===== config.mk =====
export PLATFORM = sky130hd
export DESIGN_NAME = button_debounce_click_classifier_top
export DESIGN_NICKNAME = d
export VERILOG_FILES = /design/src/hdl/bdcc_pkg.sv /design/src/hdl/button_debounce_click_classifier_top.sv
export SDC_FILE = /design/constraint.sdc
export NUM_CORES = 1
export LEC_CHECK = 0
export ABC_CLOCK_PERIOD_IN_PS = 3600
export BUFFER_PORTS_ARGS = -buffer_cell sky130_fd_sc_hd__clkbuf_2
export CORE_ASPECT_RATIO = 0.8
export CORE_MARGIN = 2
export CORE_UTILIZATION = 37
export CTS_BUF_LIST = sky130_fd_sc_hd__clkbuf_16
export DETAILED_ROUTE_END_ITERATION = 10
export SLEW_MARGIN = 20
export SYNTH_ARGS = -nofsm -noshare
export SYNTH_HDL_FRONTEND = slang
export SYNTH_SLANG_ARGS = --single-unit
export TNS_END_PERCENT = 5

===== constraint.sdc =====
create_clock -name clk -period 3.6 [get_ports clk]
set_input_delay 0.36 -clock clk [delete_from_list [all_inputs] [get_ports clk]]
set_output_delay 0.36 -clock clk [all_outputs]
set_load 0.01 [all_outputs]

===== src/hdl/bdcc_pkg.sv =====
// ----------------------------------------------------------------------------
// Button debounce and click classifier package
// Shared widths and the codes for item kinds, click phases, gestures and
// configuration register indexes.
// ----------------------------------------------------------------------------
package bdcc_pkg;

    localparam int CNT_W   = 16;
    localparam int FUNC_W  = 2;
    localparam int PHASE_W = 3;
    localparam int GEST_W  = 2;
    localparam int CFG_IDX_W = 2;

    // Item kinds
    localparam logic [FUNC_W-1:0] FUNC_EDGE = 2'd0;
    localparam logic [FUNC_W-1:0] FUNC_TICK = 2'd1;
    localparam logic [FUNC_W-1:0] FUNC_POLL = 2'd2;

    // Click phases
    localparam logic [PHASE_W-1:0] PH_IDLE     = 3'd0;
    localparam logic [PHASE_W-1:0] PH_PRESSED  = 3'd1;
    localparam logic [PHASE_W-1:0] PH_RELEASED = 3'd2;
    localparam logic [PHASE_W-1:0] PH_SINGLE   = 3'd3;
    localparam logic [PHASE_W-1:0] PH_DOUBLE   = 3'd4;
    localparam logic [PHASE_W-1:0] PH_LONG     = 3'd5;
    localparam logic [PHASE_W-1:0] PH_HANDLED  = 3'd6;

    // Gestures
    localparam logic [GEST_W-1:0] G_NONE   = 2'd0;
    localparam logic [GEST_W-1:0] G_SINGLE = 2'd1;
    localparam logic [GEST_W-1:0] G_DOUBLE = 2'd2;
    localparam logic [GEST_W-1:0] G_LONG   = 2'd3;

    // Configuration register indexes
    localparam logic [CFG_IDX_W-1:0] CFG_DEBOUNCE = 2'd0;
    localparam logic [CFG_IDX_W-1:0] CFG_LONG     = 2'd1;
    localparam logic [CFG_IDX_W-1:0] CFG_DOUBLE   = 2'd2;

    // Reset values of the thresholds
    localparam logic [CNT_W-1:0] DEBOUNCE_RST = 16'd20;
    localparam logic [CNT_W-1:0] LONG_RST     = 16'd1000;
    localparam logic [CNT_W-1:0] DOUBLE_RST   = 16'd300;

    typedef logic [CNT_W-1:0] cnt_t;

    // Saturating increment of a tick counter.
    function automatic cnt_t sat_inc(input cnt_t v);
        cnt_t r;
        r = (v == '1) ? v : v + cnt_t'(1);
        return r;
    endfunction

endpackage


===== src/hdl/button_debounce_click_classifier_top.sv =====
// ----------------------------------------------------------------------------
// Button debounce and click classifier
// Qualifies a push-button level and classifies single, double and long clicks.
// ----------------------------------------------------------------------------
// Usage:
//   Input words arrive on s_tvalid/s_tready; s_tuser carries the word kind
//   (pin edge, timer tick or poll step) and s_tdata the raw pin level.
//   Every input word yields exactly one output word on m_tvalid/m_tready,
//   holding the gesture seen by a poll (none for edges and ticks) and the
//   debounced level after the word.
//   Throughput is one word per cycle while the receiver keeps up. A word accepted
//   is captured in the input register, processed into the result register, and
//   its result is presented on m_tdata from then on.
//   When the receiver stalls, the result register holds its word and the input
//   register holds the next one; s_tready then drops until m_tready returns.
//   Reset clears the valid flags of both registers, the debouncer and the click
//   state machine (idle, confirmed low) and loads the default thresholds.
//   Thresholds are written on cfg_we/cfg_index/cfg_data while no word is in
//   flight; indexes past the last register are ignored.
// ----------------------------------------------------------------------------
module button_debounce_click_classifier_top
(
    input  logic                          clk,
    input  logic                          rst_n,
    input  logic                          s_tvalid,
    output logic                          s_tready,
    input  logic [7:0]                    s_tdata,   // [0] pin_level
    input  logic [bdcc_pkg::FUNC_W-1:0]   s_tuser,   // [1:0] func
    output logic                          m_tvalid,
    input  logic                          m_tready,
    output logic [7:0]                    m_tdata,   // [1:0] gesture, [2] confirmed_level
    input  logic                          cfg_we,
    input  logic [bdcc_pkg::CFG_IDX_W-1:0] cfg_index,
    input  logic [bdcc_pkg::CNT_W-1:0]    cfg_data
);

    // Thresholds
    logic [bdcc_pkg::CNT_W-1:0] debounce_ticks_reg;
    logic [bdcc_pkg::CNT_W-1:0] long_ticks_reg;
    logic [bdcc_pkg::CNT_W-1:0] double_ticks_reg;

    // Input register
    logic                        in_valid_reg;
    logic [bdcc_pkg::FUNC_W-1:0] func_reg;
    logic                        pin_reg;

    // Block state
    logic                         sampled_reg, sampled_next;
    logic                         debounced_reg, debounced_next;
    logic [bdcc_pkg::CNT_W-1:0]   db_count_reg, db_count_next;
    logic                         db_active_reg, db_active_next;
    logic [bdcc_pkg::PHASE_W-1:0] phase_reg, phase_next;
    logic [bdcc_pkg::CNT_W-1:0]   click_count_reg, click_count_next;
    logic                         timer_reg, timer_next;

    // Result register
    logic                        out_valid_reg;
    logic [bdcc_pkg::GEST_W-1:0] gesture_reg, gesture_next;
    logic                        level_reg;

    logic advance;
    logic step;
    logic [bdcc_pkg::CNT_W-1:0] db_inc;
    logic [bdcc_pkg::CNT_W-1:0] click_inc;

    assign advance  = !out_valid_reg || m_tready;
    assign step     = in_valid_reg && advance;
    assign s_tready = !in_valid_reg || advance;
    assign m_tvalid = out_valid_reg;
    assign m_tdata  = {5'd0, level_reg, gesture_reg};

    assign db_inc    = bdcc_pkg::sat_inc(db_count_reg);
    assign click_inc = bdcc_pkg::sat_inc(click_count_reg);

    always_ff @(posedge clk or negedge rst_n)
    begin
        if (!rst_n)
        begin
            debounce_ticks_reg <= bdcc_pkg::DEBOUNCE_RST;
            long_ticks_reg     <= bdcc_pkg::LONG_RST;
            double_ticks_reg   <= bdcc_pkg::DOUBLE_RST;
        end
        else if (cfg_we)
        begin
            unique case (cfg_index)
                bdcc_pkg::CFG_DEBOUNCE: debounce_ticks_reg <= cfg_data;
                bdcc_pkg::CFG_LONG:     long_ticks_reg     <= cfg_data;
                bdcc_pkg::CFG_DOUBLE:   double_ticks_reg   <= cfg_data;
                default: ;
            endcase
        end
    end

    always_comb
    begin
        sampled_next     = sampled_reg;
        debounced_next   = debounced_reg;
        db_count_next    = db_count_reg;
        db_active_next   = db_active_reg;
        phase_next       = phase_reg;
        click_count_next = click_count_reg;
        timer_next       = timer_reg;
        gesture_next     = bdcc_pkg::G_NONE;

        unique case (func_reg)
            bdcc_pkg::FUNC_EDGE:
            begin
                // An edge inside an open window keeps the earlier sample.
                if (!db_active_reg)
                begin
                    sampled_next   = pin_reg;
                    db_count_next  = '0;
                    db_active_next = 1'b1;
                end
            end
            bdcc_pkg::FUNC_TICK:
            begin
                if (db_active_reg)
                begin
                    db_count_next = db_inc;
                    if (db_inc >= debounce_ticks_reg)
                    begin
                        if (sampled_reg == pin_reg)
                        begin
                            debounced_next = sampled_reg;
                        end
                        db_active_next = 1'b0;
                    end
                end
                if (timer_reg)
                begin
                    click_count_next = click_inc;
                    if (phase_reg == bdcc_pkg::PH_PRESSED && click_inc >= long_ticks_reg)
                    begin
                        timer_next = 1'b0;
                        phase_next = bdcc_pkg::PH_LONG;
                    end
                    else if (phase_reg == bdcc_pkg::PH_RELEASED
                             && click_inc >= double_ticks_reg)
                    begin
                        timer_next = 1'b0;
                        phase_next = bdcc_pkg::PH_SINGLE;
                    end
                end
            end
            bdcc_pkg::FUNC_POLL:
            begin
                if (debounced_reg && phase_reg == bdcc_pkg::PH_IDLE)
                begin
                    phase_next       = bdcc_pkg::PH_PRESSED;
                    click_count_next = '0;
                    timer_next       = 1'b1;
                end
                else if (!debounced_reg && phase_reg == bdcc_pkg::PH_PRESSED)
                begin
                    phase_next = bdcc_pkg::PH_RELEASED;
                end
                else if (phase_reg == bdcc_pkg::PH_RELEASED && debounced_reg)
                begin
                    // Second press before the single-click timeout.
                    timer_next   = 1'b0;
                    phase_next   = bdcc_pkg::PH_HANDLED;
                    gesture_next = bdcc_pkg::G_DOUBLE;
                end
                else if (phase_reg == bdcc_pkg::PH_LONG)
                begin
                    phase_next   = bdcc_pkg::PH_HANDLED;
                    gesture_next = bdcc_pkg::G_LONG;
                end
                else if (phase_reg == bdcc_pkg::PH_SINGLE)
                begin
                    phase_next   = bdcc_pkg::PH_HANDLED;
                    gesture_next = bdcc_pkg::G_SINGLE;
                end
                else if (phase_reg == bdcc_pkg::PH_HANDLED && !debounced_reg)
                begin
                    phase_next = bdcc_pkg::PH_IDLE;
                end
            end
            default: ;
        endcase
    end

    always_ff @(posedge clk or negedge rst_n)
    begin
        if (!rst_n)
        begin
            in_valid_reg    <= 1'b0;
            out_valid_reg   <= 1'b0;
            sampled_reg     <= 1'b0;
            debounced_reg   <= 1'b0;
            db_count_reg    <= '0;
            db_active_reg   <= 1'b0;
            phase_reg       <= bdcc_pkg::PH_IDLE;
            click_count_reg <= '0;
            timer_reg       <= 1'b0;
        end
        else
        begin
            if (s_tready)
            begin
                in_valid_reg <= s_tvalid;
            end
            if (advance)
            begin
                out_valid_reg <= in_valid_reg;
            end
            if (step)
            begin
                sampled_reg     <= sampled_next;
                debounced_reg   <= debounced_next;
                db_count_reg    <= db_count_next;
                db_active_reg   <= db_active_next;
                phase_reg       <= phase_next;
                click_count_reg <= click_count_next;
                timer_reg       <= timer_next;
            end
        end
    end

    always_ff @(posedge clk)
    begin
        if (s_tready && s_tvalid)
        begin
            func_reg <= s_tuser;
            pin_reg  <= s_tdata[0];
        end
        if (step)
        begin
            gesture_reg <= gesture_next;
            level_reg   <= debounced_next;
        end
    end

    // The click timer only runs between a first press and its classification.
    a_timer_phase: assert property (@(posedge clk) disable iff (!rst_n)
        timer_reg |-> (phase_reg == bdcc_pkg::PH_PRESSED
                       || phase_reg == bdcc_pkg::PH_RELEASED))
        else $error("click timer running outside a press phase");

    // Input backs up only when both registers are full and the output stalls.
    a_ready_stall: assert property (@(posedge clk) disable iff (!rst_n)
        !s_tready |-> (in_valid_reg && out_valid_reg && !m_tready))
        else $error("input stalled without a downstream stall");

    // A reported gesture always leaves the machine in the handled phase.
    a_gesture_handled: assert property (@(posedge clk) disable iff (!rst_n)
        (step && gesture_next != bdcc_pkg::G_NONE) |=> phase_reg == bdcc_pkg::PH_HANDLED)
        else $error("gesture reported without entering handled phase");

    // The debounced level moves only on a processed timer tick.
    a_level_on_tick: assert property (@(posedge clk) disable iff (!rst_n)
        (step && debounced_next != debounced_reg) |-> func_reg == bdcc_pkg::FUNC_TICK)
        else $error("debounced level changed outside a tick");

endmodule

==> flow_metrics.env, run 1 <==
export IMPL_routed_wl_um=13900
export IMPL_die_x_um=147
export IMPL_finalCritPeriodShare_pct=95.1
export IMPL_ys_warn_count=0
export IMPL_fin_tns_setup_ns=0
export IMPL_post_place_ws_ns=0.0954
export IMPL_hold_class="input port to asynchronous set/reset pin"
export IMPL_synth_edf_count=6
export IMPL_status="complete, no violations"
export IMPL_synth_top_family_by_area="compound AO/OA/AOI/OAI gates"
export IMPL_ys_ff_latch=95
export IMPL_p_total_uw=3030
export IMPL_antenna_left=0
export IMPL_clockBufferDepth=2
export IMPL_syn_area_um2=6010
export IMPL_timing_final_ws_setup_ns=0.177
export IMPL_antenna_found_initial=0
export IMPL_cts_reportedPaths_clkPinSlew_ns=0.06
export IMPL_drive_above_1_share_pct=22.8
export IMPL_grt_pass1_vias=4517
export IMPL_worst_pin_slew_ns=1.03
export IMPL_cp_max_fo=6
export IMPL_max_cap_viol_count=0
export IMPL_drv_slew=0
export IMPL_regArea_um2=2420
export IMPL_synth_flop_cell="dfrtp_1"
export IMPL_cts_tree="yes"
export IMPL_synthXorXnorAreaFrac_pct=3.35
export IMPL_peakVddDrop_v=0.000211
export IMPL_htreeDepth=3
export IMPL_async_flop_share_pct=93.7
export IMPL_start_util_pct=37.9
export IMPL_cp_arrival_ns=3.51
export IMPL_fill_cells=1522
export IMPL_io_pin_count=43
export IMPL_finalClockSkew_ns=0.0102
export IMPL_maxSlewHeadroom_pct=31.1
export IMPL_multi_input_area_um2=3310
export IMPL_finalHoldViolCount=0
export IMPL_area_delta_synth_final_pct=15.3
export IMPL_synth_seq_area_share_pct=40.3
export IMPL_wl_met3_um=576
export IMPL_syn_inst=626
export IMPL_synthSimpleGateAreaFrac_pct=15.5
export IMPL_mostFrequentLayoutCell="dfrtp_1"
export IMPL_cts_root_buf="clkbuf_16"
export IMPL_dpl_hpwl_um=10500
export IMPL_drt_iter0_markers=282
export IMPL_routabilityCongestion=0.812
export IMPL_critPathRequiredTime_ns=3.69
export IMPL_clk_latency_ns=0.34
export IMPL_drc=0
export IMPL_power_density_nw_per_um2=437
export IMPL_synthAdderAreaFrac_pct=11.0
export IMPL_rsz0062_at_grt="false"
export IMPL_final_nets=769
export IMPL_wire_per_inst_um=15.4
export IMPL_synth_compound_area_share_pct=16.6
export IMPL_layout_common_cells="dfrtp_1, nand2_1, inv_1"
export IMPL_dr_wl_met2_um=5960
export IMPL_end_kind="register"
export IMPL_design_core_area_um2=15900
export IMPL_setup_viol=0
export IMPL_die_h_um=118
export IMPL_clock_sinks=95
export IMPL_avgSynthCellArea_um2=9.61
export IMPL_vias=4790
export IMPL_synthDistinctLibCells=69
export IMPL_worst_setup_path_type="register to register"
export IMPL_drtPass1Iterations=5
export IMPL_highest_layer="met4"
export IMPL_cts_made_buffers=9
export IMPL_vias_per_cell=5.30
export IMPL_rows=41
export IMPL_synthMuxAreaShare_pct=7.45
export IMPL_port_buffers=30
export IMPL_grtUsageTotal_pct=16.6
export IMPL_antenna_diode_count=0
export IMPL_hold_buffers=0
export IMPL_met1_length_um=7260
export IMPL_grt_ovfl_total=0
export IMPL_period_needed_ns=3.42
export IMPL_grt_start_max_net_pins=52
export IMPL_start_kind="register"
export IMPL_die_area_um2=17300
export IMPL_p_leak_uw=0.00332
export IMPL_grt_pass1_wl_um=23000
export IMPL_max_freq_mhz=292
## routing by layer
layer / up-vias / global-route usage, %
li1: 2332 / -
met4: 0 / 3.94
met2: 93 / 24.1
met3: 11 / 3.10
met1: 2354 / 25.3
met5: - / 0
## report_power, final
| group | switching (uW) | total [uW] | internal (uW) |
|---|---|---|---|
| clock network | 405 | 933 | 528 |
| registers | 115 | 1370 | 1250 |
| logic | 396 | 729 | 334 |
## area by class of cell
cell class	count	area share, %
multi-input cells	452	47.7
inverters	58	3.14
flip-flops and latches	95	35.0
clock inverters	7	0.830
repair buffers	67	6.21
well taps	215	3.88
clock buffers	9	3.25
## cells in the mapped netlist (3+ instances only)
cell      count  share of area, %
o21ai_0      52               4.3
inv_1        58               3.6
a21o_1        3              0.37
nor3_1        4              0.33
xor2_1        7               1.0
nor2_1       25               1.6
o21ai_1       4              0.33
nand3b_1      3              0.37
mux2_2       36               6.7
xnor2_1      16               2.3
o31ai_1       8               1.0
nand3_1      18               1.5
nand2b_1      6              0.62
dfstp_2      12               5.2
buf_4         6              0.75
a211oi_1      5              0.62
nand4_1       7              0.73
and3_1       11               1.1
and4_1        3              0.44
o21a_1        7              0.87
nor2b_1       4              0.42
or3_1         4              0.42
buf_2         6              0.50
clkbuf_1     12              0.75
nand2_1      66               4.1
edfxtp_1      6               3.0
dfrtp_1      77                32
a31oi_1      11               1.1
a22o_1       11               1.6
ha_1         53                11
a21oi_1      35               2.9
## kinds of logic after synthesis
family | after synthesis
AOI/OAI and AO/OA | 158
xor gates and xnor gates | 23
adders and majority gates | 53
buffers and inverters | 83
DFF | 95
muxes | 40
other | 1
and+or+nand+nor | 173
## per-stage QoR
step / utilization [%] / hold WS, ns / instance area [um^2] / instances
final: 43.8 / 0.0552 / 6940 / 903
after global routing: 43.8 / 0.123 / 6940 / 903
after CTS: 43.4 / 0.0915 / 6890 / 903
after detailed placement: 41.7 / 0.460 / 6600 / 887
after global placement: 41.7 / 0.453 / 6600 / 887
after floorplan: - / 0.0644 / 6030 / 630
## worst max-delay path, cell delays in order (launching register included)
cell and delay, ns:
dfrtp_2 0.43, nand4_4 0.17, or3_4 0.46, a21oi_4 0.19
nand3_1 0.15, xnor2_1 0.16, ha_1 0.32, nand4_1 0.14
a211o_1 0.31, or3_1 0.38, o32ai_2 0.19, or3b_2 0.19
nand3_1 0.06
## worst paths after layout
kind	from	end	slack [ns]	depth (start not counted)
min in group clk	s_tuser[1]	func_reg[1]	0.19	1
setup reg to reg	db_count_reg[5]	level_reg	0.18	12
setup / recovery	db_count_reg[5]	level_reg	0.18	12
hold / removal	rst_n	phase_reg[1]	0.06	1
max in group asynchronous	rst_n	long_ticks_reg[3]	2.71	2
hold reg to reg	in_valid_reg	m_tvalid	0.49	1
## timing repair
item	CTS	global route
setup buffers	0	0
setup endpoints to repair	0	5
gates resized for setup	0	12
(Power assumes the default switching activity.)
==> run 2: changes to the inputs <==
--- a/config.mk
+++ b/config.mk
@@ -10,7 +10,6 @@
 export CORE_ASPECT_RATIO = 0.8
 export CORE_MARGIN = 2
 export CORE_UTILIZATION = 37
-export CTS_BUF_LIST = sky130_fd_sc_hd__clkbuf_16
 export DETAILED_ROUTE_END_ITERATION = 10
 export SLEW_MARGIN = 20
 export SYNTH_ARGS = -nofsm -noshare
==> run 2 against run 1 <==
  * Final area is the same
  * Fmax about the same
  * Critical endpoint unchanged
  * Clock power grew 0.8%
  * Sequential power about the same
  * Flip-flop and latch count stayed put
==> flow_metrics.env, run 2 (synthesis results as in run 1) <==
export IMPL_vias_per_cell=5.31
export IMPL_post_place_ws_ns=0.0954
export IMPL_maxSlewHeadroom_pct=31.1
export IMPL_area_delta_synth_final_pct=15.3
export IMPL_worst_setup_path_type="register to register"
export IMPL_setup_viol=0
export IMPL_cts_made_buffers=9
export IMPL_regToRegStartpoint="db_count_reg[5]"
export IMPL_place_area_um2=6600
export IMPL_start_util_pct=37.9
export IMPL_clock_sinks=95
export IMPL_port_buffers=30
export IMPL_finalCritPeriodShare_pct=95.0
export IMPL_post_route_cell_area_um2=6940
export IMPL_rows=41
export IMPL_rsz0062_at_grt="false"
export IMPL_mostFrequentLayoutCell="dfrtp_1"
export IMPL_hold_class="input port to asynchronous set/reset pin"
export IMPL_grt_pass1_wl_um=23000
export IMPL_final_nets=769
export IMPL_timing_hold_ws_ns=0.0546
export IMPL_design_core_area_um2=15900
export IMPL_antenna_diode_count=0
export IMPL_ctsResizeCount=0
export IMPL_cts_root_buf="clkbuf_16"
export IMPL_drv_slew=0
export IMPL_period_needed_ns=3.42
export IMPL_layout_common_cells="dfrtp_1, nand2_1, inv_1"
export IMPL_cp_max_fo=6
export IMPL_drtPass1Iterations=5
export IMPL_antenna_found_initial=0
export IMPL_peakVddDrop_v=0.000210
export IMPL_die_x_um=147
export IMPL_reg2reg_depth=12
export IMPL_start_kind="register"
export IMPL_critPathRequiredTime_ns=3.69
export IMPL_grt_start_max_net_pins=52
export IMPL_regToRegEndpoint="level_reg"
export IMPL_drt_iter0_markers=304
export IMPL_cts_tree="yes"
export IMPL_fin_tns_setup_ns=0
export IMPL_end_kind="register"
export IMPL_max_freq_mhz=292
export IMPL_dpl_hpwl_um=10500
export IMPL_worst_pin_slew_ns=1.03
export IMPL_clockBufferDepth=2
export IMPL_drive_above_1_share_pct=22.8
export IMPL_hold_buffers=0
export IMPL_die_area_um2=17300
export IMPL_io_pin_count=43
export IMPL_max_cap_viol_count=0
export IMPL_finalClockSkew_ns=0.00988
export IMPL_finalHoldViolCount=0
export IMPL_wire_per_inst_um=15.5
export IMPL_vias=4795
export IMPL_routed_wl_um=14000
export IMPL_grtUsageTotal_pct=16.6
export IMPL_status="complete, no violations"
export IMPL_p_leak_uw=0.00331
export IMPL_die_h_um=118
export IMPL_routabilityCongestion=0.812
export IMPL_reg2reg_setup_slack_ns=0.18
export IMPL_cts_reportedPaths_clkPinSlew_ns=0.06
export IMPL_power_density_nw_per_um2=438
export IMPL_cts_setup_buffers=0
export IMPL_grt_ovfl_total=0
export IMPL_antenna_left=0
export IMPL_cp_arrival_ns=3.51
export IMPL_clk_latency_ns=0.34
export IMPL_drc=0
export IMPL_htreeDepth=3
export IMPL_grt_pass1_vias=4518
export IMPL_timing_final_ws_setup_ns=0.178
==> run 2: worst max path at each step <==
| stage | startpoint | to | slack (ns) |
|---|---|---|---|
| floorplan | db_count_reg[0] | level_reg | 0.36 |
| global placement | db_count_reg[0] | level_reg | 0.17 |
| detailed placement | db_count_reg[5] | level_reg | 0.1 |
| CTS | db_count_reg[5] | level_reg | 0.07 |
| global route | click_count_reg[11] | phase_reg[0] | 0.0003 |
| finish | db_count_reg[5] | level_reg | 0.18 |
==> run 2: area by class of cell <==
cell class              instances  area [um^2]
fillers                      1522         8920
clock buffers                  12          236
inverters                      58          218
multi-input cells             452         3310
well taps                     215          269
flip-flops and latches         95         2420
repair buffers                 67          430
clock inverters                 4         46.3
==> run 2: critical path, cell delays in order (launching register included) <==
cell,delay [ns]
dfrtp_2,0.43
nand4_4,0.17
or3_4,0.46
a21oi_4,0.19
nand3_1,0.15
xnor2_1,0.16
ha_1,0.32
nand4_1,0.14
a211o_1,0.32
or3_1,0.38
o32ai_2,0.19
or3b_2,0.19
nand3_1,0.06
==> run 2: where the power goes <==
group / internal (uW) / switching (uW)
logic: 334 / 396
clock network: 537 / 404
registers: 1250 / 116
total: 2120 / 915
==> run 2: per-stage QoR <==
step / cells / power, uW / utilization [%]
floorplan: 630 / 1880 / -
global placement: 887 / 2070 / 41.7
detailed placement: 887 / 2110 / 41.7
CTS: 903 / 3060 / 43.4
global route: 903 / 3250 / 43.8
finish: 903 / 3040 / 43.8
==> run 2: routing by layer <==
layer	track usage (%)	vias to the layer above	part of all wire [%]
met5	0	-	0
met4	3.94	0	0.89
met3	3.10	11	4.6
met2	24.1	97	43
met1	25.3	2355	52
li1	-	2332	-
